### src/hw/rtl/u8dec_pkg.sv
`timescale 1ns / 1ps
`default_nettype none

package u8dec_pkg;

  localparam int unsigned QUEUE_DEPTH_DEF = 2;

  localparam logic [7:0] LEAD4_MIN = 8'hF0;
  localparam logic [7:0] LEAD3_MIN = 8'hE0;
  localparam logic [7:0] LEAD2_MIN = 8'hC0;
  localparam logic [7:0] MASK4     = 8'h07;
  localparam logic [7:0] MASK3     = 8'h0F;
  localparam logic [7:0] MASK2     = 8'h1F;
  localparam logic [7:0] CONT_MASK = 8'h3F;

  // one classified byte on its way from front to back
  typedef struct packed {
    logic [7:0] data;
    logic       first;  // single byte or lead of a new sequence
    logic       emit;   // this byte completes a code point
    logic [2:0] count;  // bytes in the code point when emit is set
  } q_entry_t;

  typedef struct packed {
    logic full;
    logic empty;
  } q_status_t;

  function automatic logic [2:0] expected_len(input logic [7:0] lead);
    logic [2:0] len;
    if (lead >= LEAD4_MIN) begin
      len = 3'd4;
    end else if (lead >= LEAD3_MIN) begin
      len = 3'd3;
    end else if (lead >= LEAD2_MIN) begin
      len = 3'd2;
    end else begin
      len = 3'd1;
    end
    return len;
  endfunction

  function automatic logic [20:0] assemble(input logic [7:0]  lead,
                                           input logic [17:0] cont,
                                           input logic [2:0]  count);
    logic [20:0] cp;
    unique case (count)
      3'd4:    cp = {(lead[2:0] & MASK4[2:0]), cont};
      3'd3:    cp = {5'd0, (lead[3:0] & MASK3[3:0]), cont[11:0]};
      3'd2:    cp = {10'd0, (lead[4:0] & MASK2[4:0]), cont[5:0]};
      default: cp = {13'd0, lead};
    endcase
    return cp;
  endfunction

endpackage

`default_nettype wire

### src/hw/rtl/u8dec_if.sv
`timescale 1ns / 1ps
`default_nettype none

interface u8dec_byte_if;
  logic       valid;
  logic       ready;
  logic [7:0] data_byte;
  logic       last_byte;

  modport source (output valid, output data_byte, output last_byte, input ready);
  modport sink (input valid, input data_byte, input last_byte, output ready);
endinterface

interface u8dec_cp_if;
  logic        valid;
  logic        ready;
  logic [20:0] code_point;
  logic [2:0]  bytes_used;

  modport source (output valid, output code_point, output bytes_used, input ready);
  modport sink (input valid, input code_point, input bytes_used, output ready);
endinterface

`default_nettype wire

### src/hw/rtl/utf8_lenient_decoder_top.sv
// A final byte is registered in the queue and then in the output register.
// Throughput: one byte per cycle unless the queue is full, set by the sequence
//   tracker in the front end; a stalled output holds the back end while the queue fills.
// Reset: synchronous, active low; clears the sequence state, queue pointers and
//   output valid. Payload registers are not reset.
`timescale 1ns / 1ps
`default_nettype none

module utf8_lenient_decoder_top #(
  parameter int unsigned QUEUE_DEPTH = u8dec_pkg::QUEUE_DEPTH_DEF
) (
  input  wire logic  clk,
  input  wire logic  rst_n,
  u8dec_byte_if.sink in_ch,
  u8dec_cp_if.source out_ch
);
  import u8dec_pkg::*;

  q_entry_t  push_entry;
  q_entry_t  head;
  q_status_t q_stat;
  logic      push;
  logic      pop;

  u8dec_front u_front (
    .clk        (clk),
    .rst_n      (rst_n),
    .in_ch      (in_ch),
    .q_stat     (q_stat),
    .push       (push),
    .push_entry (push_entry)
  );

  u8dec_queue #(
    .DEPTH (QUEUE_DEPTH)
  ) u_queue (
    .clk        (clk),
    .rst_n      (rst_n),
    .push       (push),
    .push_entry (push_entry),
    .pop        (pop),
    .head       (head),
    .stat       (q_stat)
  );

  u8dec_back u_back (
    .clk    (clk),
    .rst_n  (rst_n),
    .head   (head),
    .q_stat (q_stat),
    .pop    (pop),
    .out_ch (out_ch)
  );

  // a byte marked last always closes its code point
  a_last_emits: assert property (@(posedge clk) disable iff (!rst_n)
    push && in_ch.last_byte |-> push_entry.emit)
    else $error("last byte did not complete a code point");

  a_no_pop_empty: assert property (@(posedge clk) disable iff (!rst_n)
    pop |-> !q_stat.empty)
    else $error("queue popped while empty");

  a_single_range: assert property (@(posedge clk) disable iff (!rst_n)
    out_ch.valid && out_ch.bytes_used == 3'd1 |-> out_ch.code_point[20:8] == '0)
    else $error("single-byte code point out of range");

  a_two_range: assert property (@(posedge clk) disable iff (!rst_n)
    out_ch.valid && out_ch.bytes_used == 3'd2 |-> out_ch.code_point[20:11] == '0)
    else $error("two-byte code point out of range");

endmodule

`default_nettype wire

### src/hw/rtl/u8dec_front.sv
`timescale 1ns / 1ps
`default_nettype none

module u8dec_front (
  input  wire logic                 clk,
  input  wire logic                 rst_n,
  u8dec_byte_if.sink                in_ch,
  input  wire u8dec_pkg::q_status_t q_stat,
  output logic                      push,
  output u8dec_pkg::q_entry_t       push_entry
);
  import u8dec_pkg::*;

  logic       open_r, open_nxt;
  logic [2:0] len_r, len_nxt;
  logic [1:0] held_r, held_nxt;
  logic [2:0] byte_len;
  logic [2:0] count;

  assign in_ch.ready = !q_stat.full;
  assign push        = in_ch.valid && in_ch.ready;
  assign byte_len    = expected_len(in_ch.data_byte);
  assign count       = {1'b0, held_r} + 3'd1;

  always_comb begin
    open_nxt         = open_r;
    len_nxt          = len_r;
    held_nxt         = held_r;
    push_entry.data  = in_ch.data_byte;
    push_entry.first = !open_r;
    push_entry.emit  = 1'b0;
    push_entry.count = 3'd1;
    if (!open_r) begin
      if (byte_len == 3'd1 || in_ch.last_byte) begin
        push_entry.emit = 1'b1;
      end else begin
        open_nxt = 1'b1;
        len_nxt  = byte_len;
        held_nxt = 2'd1;
      end
    end else begin
      push_entry.count = count;
      if (count >= len_r || in_ch.last_byte) begin
        push_entry.emit = 1'b1;
        open_nxt        = 1'b0;
        held_nxt        = 2'd0;
      end else begin
        held_nxt = count[1:0];
      end
    end
  end

  always_ff @(posedge clk) begin
    if (!rst_n) begin
      open_r <= 1'b0;
      len_r  <= 3'd1;
      held_r <= 2'd0;
    end else if (push) begin
      open_r <= open_nxt;
      len_r  <= len_nxt;
      held_r <= held_nxt;
    end
  end

endmodule

`default_nettype wire

### src/hw/rtl/u8dec_queue.sv
`timescale 1ns / 1ps
`default_nettype none

module u8dec_queue #(
  parameter int unsigned DEPTH = u8dec_pkg::QUEUE_DEPTH_DEF
) (
  input  wire logic                clk,
  input  wire logic                rst_n,
  input  wire logic                push,
  input  wire u8dec_pkg::q_entry_t push_entry,
  input  wire logic                pop,
  output u8dec_pkg::q_entry_t      head,
  output u8dec_pkg::q_status_t     stat
);
  import u8dec_pkg::*;

  localparam int unsigned PW = (DEPTH > 1) ? $clog2(DEPTH) : 1;
  localparam int unsigned CW = $clog2(DEPTH + 1);

  q_entry_t        mem_r [DEPTH];
  logic [PW-1:0]   wr_ptr_r, rd_ptr_r;
  logic [CW-1:0]   cnt_r;

  function automatic logic [PW-1:0] ptr_inc(input logic [PW-1:0] p);
    return (p == PW'(DEPTH - 1)) ? '0 : p + PW'(1);
  endfunction

  assign stat.full  = (cnt_r == CW'(DEPTH));
  assign stat.empty = (cnt_r == '0);
  assign head       = mem_r[rd_ptr_r];

  always_ff @(posedge clk) begin
    if (push) begin
      mem_r[wr_ptr_r] <= push_entry;
    end
  end

  always_ff @(posedge clk) begin
    if (!rst_n) begin
      wr_ptr_r <= '0;
      rd_ptr_r <= '0;
      cnt_r    <= '0;
    end else begin
      if (push) begin
        wr_ptr_r <= ptr_inc(wr_ptr_r);
      end
      if (pop) begin
        rd_ptr_r <= ptr_inc(rd_ptr_r);
      end
      if (push && !pop) begin
        cnt_r <= cnt_r + CW'(1);
      end else if (pop && !push) begin
        cnt_r <= cnt_r - CW'(1);
      end
    end
  end

endmodule

`default_nettype wire

### src/hw/rtl/u8dec_back.sv
`timescale 1ns / 1ps
`default_nettype none

module u8dec_back (
  input  wire logic                 clk,
  input  wire logic                 rst_n,
  input  wire u8dec_pkg::q_entry_t  head,
  input  wire u8dec_pkg::q_status_t q_stat,
  output logic                      pop,
  u8dec_cp_if.source                out_ch
);
  import u8dec_pkg::*;

  logic [7:0]  lead_r;
  logic [17:0] cont_r;
  logic [17:0] cont_nxt;
  logic        out_valid_r;
  logic [20:0] code_point_r;
  logic [2:0]  bytes_used_r;

  assign out_ch.valid      = out_valid_r;
  assign out_ch.code_point = code_point_r;
  assign out_ch.bytes_used = bytes_used_r;

  // entries that complete nothing never wait on the output register
  assign pop      = !q_stat.empty && (!head.emit || !out_valid_r || out_ch.ready);
  assign cont_nxt = {cont_r[11:0], head.data[5:0] & CONT_MASK[5:0]};

  always_ff @(posedge clk) begin
    if (pop) begin
      if (head.first) begin
        lead_r <= head.data;
        cont_r <= '0;
      end else begin
        cont_r <= cont_nxt;
      end
      if (head.emit) begin
        code_point_r <= head.first ? {13'd0, head.data}
                                   : assemble(lead_r, cont_nxt, head.count);
        bytes_used_r <= head.count;
      end
    end
  end

  always_ff @(posedge clk) begin
    if (!rst_n) begin
      out_valid_r <= 1'b0;
    end else if (pop && head.emit) begin
      out_valid_r <= 1'b1;
    end else if (out_ch.ready) begin
      out_valid_r <= 1'b0;
    end
  end

endmodule

`default_nettype wire
### src/flat_wrapper.sv
// flat-port wrapper written by rule: the top's interface ports become plain ports
module utf8_lenient_decoder_top_flat import u8dec_pkg::*;
#(
  parameter int unsigned QUEUE_DEPTH = u8dec_pkg::QUEUE_DEPTH_DEF
)
  (clk, rst_n, in_ch_valid, in_ch_data_byte, in_ch_last_byte, in_ch_ready, out_ch_valid, out_ch_code_point, out_ch_bytes_used, out_ch_ready);
  u8dec_byte_if in_ch_i ();
  u8dec_cp_if out_ch_i ();
  input  wire logic clk;
  input  wire logic rst_n;
  input wire logic [$bits(in_ch_i.valid)-1:0] in_ch_valid;
  input wire logic [$bits(in_ch_i.data_byte)-1:0] in_ch_data_byte;
  input wire logic [$bits(in_ch_i.last_byte)-1:0] in_ch_last_byte;
  output wire logic [$bits(in_ch_i.ready)-1:0] in_ch_ready;
  output wire logic [$bits(out_ch_i.valid)-1:0] out_ch_valid;
  output wire logic [$bits(out_ch_i.code_point)-1:0] out_ch_code_point;
  output wire logic [$bits(out_ch_i.bytes_used)-1:0] out_ch_bytes_used;
  input wire logic [$bits(out_ch_i.ready)-1:0] out_ch_ready;
  assign in_ch_i.valid = in_ch_valid;
  assign in_ch_i.data_byte = in_ch_data_byte;
  assign in_ch_i.last_byte = in_ch_last_byte;
  assign in_ch_ready = in_ch_i.ready;
  assign out_ch_valid = out_ch_i.valid;
  assign out_ch_code_point = out_ch_i.code_point;
  assign out_ch_bytes_used = out_ch_i.bytes_used;
  assign out_ch_i.ready = out_ch_ready;
  utf8_lenient_decoder_top #(.QUEUE_DEPTH(QUEUE_DEPTH)) u_core (.clk(clk), .rst_n(rst_n), .in_ch(in_ch_i), .out_ch(out_ch_i));
endmodule
### config.mk
export PLATFORM = sky130hd
export DESIGN_NAME = utf8_lenient_decoder_top_flat
export DESIGN_NICKNAME = d
export VERILOG_FILES = /design/src/hw/rtl/u8dec_pkg.sv /design/src/hw/rtl/u8dec_if.sv /design/src/hw/rtl/utf8_lenient_decoder_top.sv /design/src/hw/rtl/u8dec_front.sv /design/src/hw/rtl/u8dec_queue.sv /design/src/hw/rtl/u8dec_back.sv /design/src/flat_wrapper.sv
export SDC_FILE = /design/constraint.sdc
export NUM_CORES = 1
export LEC_CHECK = 0
export BUFFER_PORTS_ARGS = -buffer_cell sky130_fd_sc_hd__buf_2
export CAP_MARGIN = 20
export CORE_MARGIN = 3
export CORE_UTILIZATION = 40
export DETAILED_ROUTE_END_ITERATION = 6
export GPL_TIMING_DRIVEN = 0
export PLACE_DENSITY = 0.69
export SYNTH_ARGS = -nofsm -noshare
export SYNTH_HDL_FRONTEND = slang
export SYNTH_SLANG_ARGS = --single-unit
### constraint.sdc
create_clock -name clk -period 3.39 [get_ports clk]
set_input_delay 0.339 -clock clk [delete_from_list [all_inputs] [get_ports clk]]
set_output_delay 0.339 -clock clk [all_outputs]
set_load 0.005 [all_outputs]
==> results.sh, run 1 <==
export IMPL_nets=291
export IMPL_layout_drive_gt1_share=0.2950
export IMPL_cts_hold_buffers=0
export IMPL_gp_congestion=0.8736
export IMPL_io_pins=39
export IMPL_slowest_stage="mux2i_1"
export IMPL_p_total_mw=3.065
export IMPL_setup_viol=0
export IMPL_cts_max_level=3
export IMPL_status="finished clean"
export IMPL_root_buffer="clkbuf_8"
export IMPL_synth_edff_count=70
export IMPL_cts_sinks=82
export IMPL_ys_async_sr_fraction=0
export IMPL_multi_input_area_um2=948.4
export IMPL_syn_area_um2=3369
export IMPL_grt_ovfl_total=0
export IMPL_hold_path_class="primary input to flop"
export IMPL_crit_arrival_ns=2.37
export IMPL_cts_resized_gates=0
export IMPL_critPathMaxStageDelay_ns=0.37
export IMPL_dieArea_um2=9561
export IMPL_fmax_mhz=477.2
export IMPL_tns_ns=0
export IMPL_netlist_cell_type_count=45
export IMPL_synth_nets=240
export IMPL_r2r_slack_ns=1.29
export IMPL_first_pass_iters=4
export IMPL_grt_pass1_wl_mm=8.990
export IMPL_fp_row_count=32
export IMPL_yosysWarningCount=0
export IMPL_track_usage=0.1207
export IMPL_die_h_um=97.78
export IMPL_final_period_utilization=0.6181
export IMPL_fillers=710
export IMPL_vdd_drop_max_uv=312.7
export IMPL_cts_tree="done"
export IMPL_synthCells=222
export IMPL_cap_violations=0
export IMPL_holdPathEnd="u_core.u_queue.mem_r[0][6]$_DFFE_PP_"
export IMPL_crit_fanout=10
export IMPL_wl_met1_mm=2.487
export IMPL_grt_max_degree=23
export IMPL_postRouteAntennaNets=0
export IMPL_reg2reg_to="u_core.u_queue.cnt_r[1]$_SDFFE_PN0P_"
export IMPL_slew_headroom=0.5416
export IMPL_wl_mm=5.421
export IMPL_hold_path_depth=1
export IMPL_start_util=0.4229
export IMPL_finalMaxSlewViolations=0
export IMPL_end_kind="flop"
export IMPL_design_core_area_um2=7968
export IMPL_path_class="flop to flop"
export IMPL_tightest_slew_ns=0.6851
export IMPL_drtIter0Drc=115
export IMPL_synth_ff_type="edfxtp_1"
export IMPL_hp_start="in_ch_data_byte[1]"
export IMPL_portBuffers=38
export IMPL_route_met2_wl_mm=2.552
export IMPL_wl_per_cell_um=14.27
export IMPL_clkLatencyLatePin_ns=0.35
export IMPL_crit_path_frequent_cell="buf_6"
export IMPL_fin_hold_ws_ns=0.1749
export IMPL_post_cts_buffers=0
export IMPL_period_minus_slack_ns=2.095
export IMPL_top_layer="met4"
export IMPL_clockBufferDepth=2
export IMPL_met3_length_um=350
export IMPL_drc=0
export IMPL_rsz0062_at_grt="false"
export IMPL_powerDensity_nw_per_um2=783.1
export IMPL_finalClockSkew_ns=0.01019
export IMPL_regArea_um2=2342
export IMPL_clk_pin_slew_ns=0.08
export IMPL_critical_path_required_ns=3.67
export IMPL_path_delay_family="multiplexers"
export IMPL_startpoint_type="flop"
export IMPL_diodes=0
export IMPL_antenna_found_initial=0
export IMPL_avgViaCountPerCell=4.889
export IMPL_ys_seq_area_frac=0.6951
export IMPL_area_growth_pct=16.15
export IMPL_path_cells="buf_6, buf_6, mux2i_1, o32ai_4, ha_1, or3_1, a21boi_0"
export IMPL_via_count=1858
export IMPL_dpl_hpwl_mm=3.897
export IMPL_grt_pass1_vias=1845
export IMPL_p_leak_nw=1.400
export IMPL_crit_buf_inv=2
export IMPL_reg2reg_depth=7
export IMPL_avgSynthCellArea_um2=15.18
export IMPL_numCtsBuffers=9
export IMPL_synth_seq_cells=82
export IMPL_hold_viol_final=0
export IMPL_die_w_um=97.78
-- synthesized netlist by cell type, types with 2 or more instances --
| cell type | instances | share of area |
|---|---|---|
| and3_1 | 6 | 0.011 |
| mux2_2 | 15 | 0.050 |
| a221o_1 | 2 | 0.0059 |
| and2_1 | 21 | 0.039 |
| nand3b_1 | 2 | 0.0045 |
| dfxtp_1 | 12 | 0.071 |
| clkbuf_1 | 5 | 0.0056 |
| a21oi_1 | 5 | 0.0074 |
| and4_1 | 2 | 0.0052 |
| a21boi_0 | 2 | 0.0045 |
| ha_1 | 5 | 0.019 |
| nor2_1 | 10 | 0.011 |
| nand2_1 | 5 | 0.0056 |
| buf_6 | 2 | 0.0067 |
| xnor2_1 | 3 | 0.0078 |
| o21ai_0 | 8 | 0.012 |
| a22o_1 | 2 | 0.0052 |
| edfxtp_1 | 70 | 0.62 |
| o21a_1 | 2 | 0.0045 |
| a22oi_1 | 4 | 0.0089 |
| nand2b_1 | 3 | 0.0056 |
| inv_1 | 8 | 0.0089 |
| mux2i_1 | 4 | 0.012 |
| nand3_1 | 2 | 0.0030 |
| buf_2 | 2 | 0.0030 |
-- per-stage QoR --
step | cell area [um^2] | std cells | worst slack (ns) | util
final | 3914 | 380 | 1.295 | 0.4912
after global routing | 3914 | 380 | 1.129 | 0.4912
after CTS | 3914 | 380 | 1.262 | 0.4912
after detailed placement | 3712 | 364 | 1.283 | 0.4659
after global placement | 3687 | 362 | 0.4208 | 0.4628
after floorplan | 3369 | 222 | 0.8951 | -
-- cell type report --
type / instances / share of cell area
sequential: 82 / 0.5985
clock buffer: 9 / 0.03165
tap: 102 / 0.03261
timing repair buffer: 40 / 0.05435
clock inverter: 7 / 0.01982
buffer: 9 / 0.01311
multi-input combinational: 123 / 0.2423
inverter: 8 / 0.007673
-- cells in the final DEF (no fill, tap or decap), types with 2 or more instances in the layout --
master	count
a21boi_0	2
a21oi_1	5
a221o_1	2
a22o_1	2
a22oi_1	4
and2_1	21
and3_1	6
and4_1	2
buf_2	40
buf_6	2
clkbuf_1	5
clkbuf_8	9
clkinvlp_4	4
dfxtp_1	12
edfxtp_1	70
ha_1	5
inv_1	8
mux2_2	15
mux2i_1	4
nand2_1	5
nand2b_1	3
nand3_1	2
nand3b_1	2
nor2_1	9
o21a_1	2
o21ai_0	8
xnor2_1	3
-- logic make-up after synthesis --
kind of cell | after synthesis | synth area share
DFF | 82 | 0.6951
and+or+nand+nor | 60 | 0.1070
AOI/OAI and AO/OA | 33 | 0.07427
muxes | 21 | 0.07055
buffers and inverters | 17 | 0.02414
adders and majority gates | 5 | 0.01857
xor gates and xnor gates | 4 | 0.01040
-- where the power goes --
group          switching, mW  internal (mW)  total [mW]
Clock                  0.349          0.343       0.692
Sequential            0.0934           1.47        1.57
Combinational          0.453          0.352       0.805
Total                  0.895           2.17        3.06
-- state kept, by name (all words and copies together), names as in the netlist, 2 cells and up, named ones only --
register and count:
u_core.u_front.len_r 3, u_core.u_queue.mem_r 26, u_core.u_back.out_ch.bytes_used 3, u_core.u_back.lead_r 8
u_core.u_back.out_ch.code_point 21, u_core.u_queue.cnt_r 2, u_core.u_back.cont_r 12, u_core.u_front.held_r 2
-- worst max path at each step --
stage | startpoint | endpoint | slack (ns) | cells after the start
after global routing | flop | u_core.u_queue.cnt_r[1]$_SDFFE_PN0P_ | 1.13 | 7
after detailed placement | flop | u_core.u_queue.cnt_r[1]$_SDFFE_PN0P_ | 1.28 | 7
after global placement | flop | u_core.u_back.out_ch.code_point[5]$_DFFE_PP_ | 0.42 | 5
after floorplan | flop | u_core.u_back.out_ch.bytes_used[0]$_DFFE_PP_ | 0.90 | 5
after CTS | flop | u_core.u_queue.cnt_r[1]$_SDFFE_PN0P_ | 1.26 | 7
final | flop | u_core.u_queue.cnt_r[1]$_SDFFE_PN0P_ | 1.29 | 7
-- per-layer routing --
metal,up-vias,GRT usage
met3,5,0.05500
met2,52,0.1813
li1,936,-
met1,865,0.1586
met5,-,0
met4,0,0.03514
No activity file was read; power rests on OpenSTA's default activity.
==> inputs of run 2 (changes only) <==
Clock period 3.39 ns to 2 ns, I/O delays scaled along.
==> results.sh, run 2 (same netlist as run 1, synthesis figures left out) <==
export IMPL_track_usage=0.1215
export IMPL_largest_register_ffs=26
export IMPL_portBuffers=38
export IMPL_crit_fanout=10
export IMPL_via_count=1896
export IMPL_cts_sinks=82
export IMPL_wl_per_cell_um=14.26
export IMPL_dieArea_um2=9561
export IMPL_grt_max_degree=26
export IMPL_diodes=0
export IMPL_wl_mm=5.446
export IMPL_hold_viol_final=0
export IMPL_final_cell_area_um2=3970
export IMPL_tightest_slew_ns=0.6703
export IMPL_grt_pass1_vias=1814
export IMPL_setup_viol=1
export IMPL_final_common_cell="edfxtp_1"
export IMPL_nets=293
export IMPL_dp_slack_ns=-0.2099
export IMPL_critPathMaxStageDelay_ns=0.37
export IMPL_fp_row_count=32
export IMPL_startpoint_type="flop"
export IMPL_finalMaxSlewViolations=0
export IMPL_status="complete, but fails checks"
export IMPL_cts_tree="done"
export IMPL_powerDensity_nw_per_um2=1319
export IMPL_cts_max_level=3
export IMPL_drc=0
export IMPL_design_core_area_um2=7968
export IMPL_path_class="flop to flop"
export IMPL_clk_pin_slew_ns=0.08
export IMPL_layout_drive_gt1_share=0.3321
export IMPL_fmax_mhz=498.7
export IMPL_start_util=0.4229
export IMPL_regArea_um2=2344
export IMPL_dpl_hpwl_mm=3.783
export IMPL_die_w_um=97.78
export IMPL_gp_congestion=0.8625
export IMPL_postRouteAntennaNets=0
export IMPL_first_pass_iters=4
export IMPL_root_buffer="clkbuf_8"
export IMPL_avgViaCountPerCell=4.963
export IMPL_worst_slack_ns=-0.005318
export IMPL_grt_ovfl_total=0
export IMPL_slew_headroom=0.5521
export IMPL_final_period_utilization=1.003
export IMPL_die_h_um=97.78
export IMPL_p_leak_nw=1.404
export IMPL_grt_pass1_wl_mm=9.114
export IMPL_fillers=686
export IMPL_vdd_drop_max_uv=619.8
export IMPL_final_cell_mix="70 x edfxtp_1, 40 x buf_2, 21 x and2_1"
export IMPL_slowest_stage="or3_1"
export IMPL_period_minus_slack_ns=2.005
export IMPL_finalClockSkew_ns=0.009069
export IMPL_cap_violations=0
export IMPL_violations="setup timing"
export IMPL_rsz0062_at_grt="true"
export IMPL_largest_register="u_core.u_queue.mem_r"
export IMPL_critical_path_required_ns=2.27
export IMPL_clockBufferDepth=2
export IMPL_area_growth_pct=17.82
export IMPL_antenna_found_initial=0
export IMPL_path_cells="buf_6, buf_12, mux2i_4, o32ai_4, ha_1, or3_1, a21boi_0"
export IMPL_crit_arrival_ns=2.28
export IMPL_place_area_um2=3706
export IMPL_numCtsBuffers=9
export IMPL_multi_input_area_um2=991.0
export IMPL_drtIter0Drc=115
export IMPL_hold_path_class="primary input to flop"
export IMPL_clkLatencyLatePin_ns=0.35
export IMPL_io_pins=39
export IMPL_end_kind="flop"
-- run 2: worst max-delay path: cells and delay by family, from the launching register on --
family | cells | cell delay (ns)
compound gates | 2 | 0.46
mux | 1 | 0.20
fa+ha+maj | 1 | 0.32
buf+inv | 2 | 0.27
flops | 1 | 0.32
simple gates | 1 | 0.37
-- run 2: where the power goes --
part | leakage, nW | total, mW | internal, mW | switching (mW)
Sequential | 0.752 | 2.66 | 2.50 | 0.162
Combinational | 0.572 | 1.53 | 0.697 | 0.833
Clock | 0.0799 | 1.04 | 0.456 | 0.588
Total | 1.40 | 5.24 | 3.65 | 1.58
-- run 2: final timing paths --
kind / endpoint / startpoint / depth (start not counted) / slack (ns)
max: u_core.u_queue.cnt_r[1]$_SDFFE_PN0P_ / flop / 7 / -0.005
min: u_core.u_queue.mem_r[0][8]$_DFFE_PP_ / in_ch_data_byte[3] / 1 / 0.04
max reg2reg: u_core.u_queue.cnt_r[1]$_SDFFE_PN0P_ / flop / 7 / -0.005
min reg2reg: u_core.u_front.len_r[0]$_SDFFE_PN1P_ / u_core.u_front.len_r[0]$_SDFFE_PN1P_ / 2 / 0.49
-- run 2: metrics by stage --
step           total power, mW  setup TNS, ns  cells  utilization  hold WS [ns]
6_report                 5.238      -0.005318    382       0.4983       0.03892
5_1_grt                  5.562         -1.144    382       0.4983       0.01516
4_1_cts                  5.224        -0.7537    380       0.4931       0.01510
3_5_place_dp             4.068         -6.853    363       0.4651        0.3911
3_3_place_gp             4.014         -11.01    362       0.4637        0.3896
2_1_floorplan            3.603       -0.04278    222            -        0.2989
-- run 2: timing repair --
action / in CTS / in global routing
hold buffers: 0 / 0
pin swaps: 2 / 2
resized for setup: 6 / 11
gates cloned: 0 / 1
setup endpoints to repair: 56 / 57
buffers inserted: 1 / 1
-- run 2: layout make-up --
cell class,count,area share
flip-flops and latches,82,0.5903
clock buffers,9,0.03120
plain buffers,9,0.01544
clock inverters,7,0.01324
repair inverters,1,0.001891
well taps,102,0.03215
inverters,8,0.008509
multi-input cells,123,0.2496
repair buffers,41,0.05767
-- run 2: layer usage --
metal / GRT usage / up-vias / part of all wire
li1: - / 940 / -
met1: 0.1637 / 894 / 0.46
met2: 0.1824 / 57 / 0.47
met3: 0.04500 / 5 / 0.066
met4: 0.04153 / 0 / 0.011
met5: 0 / - / 0
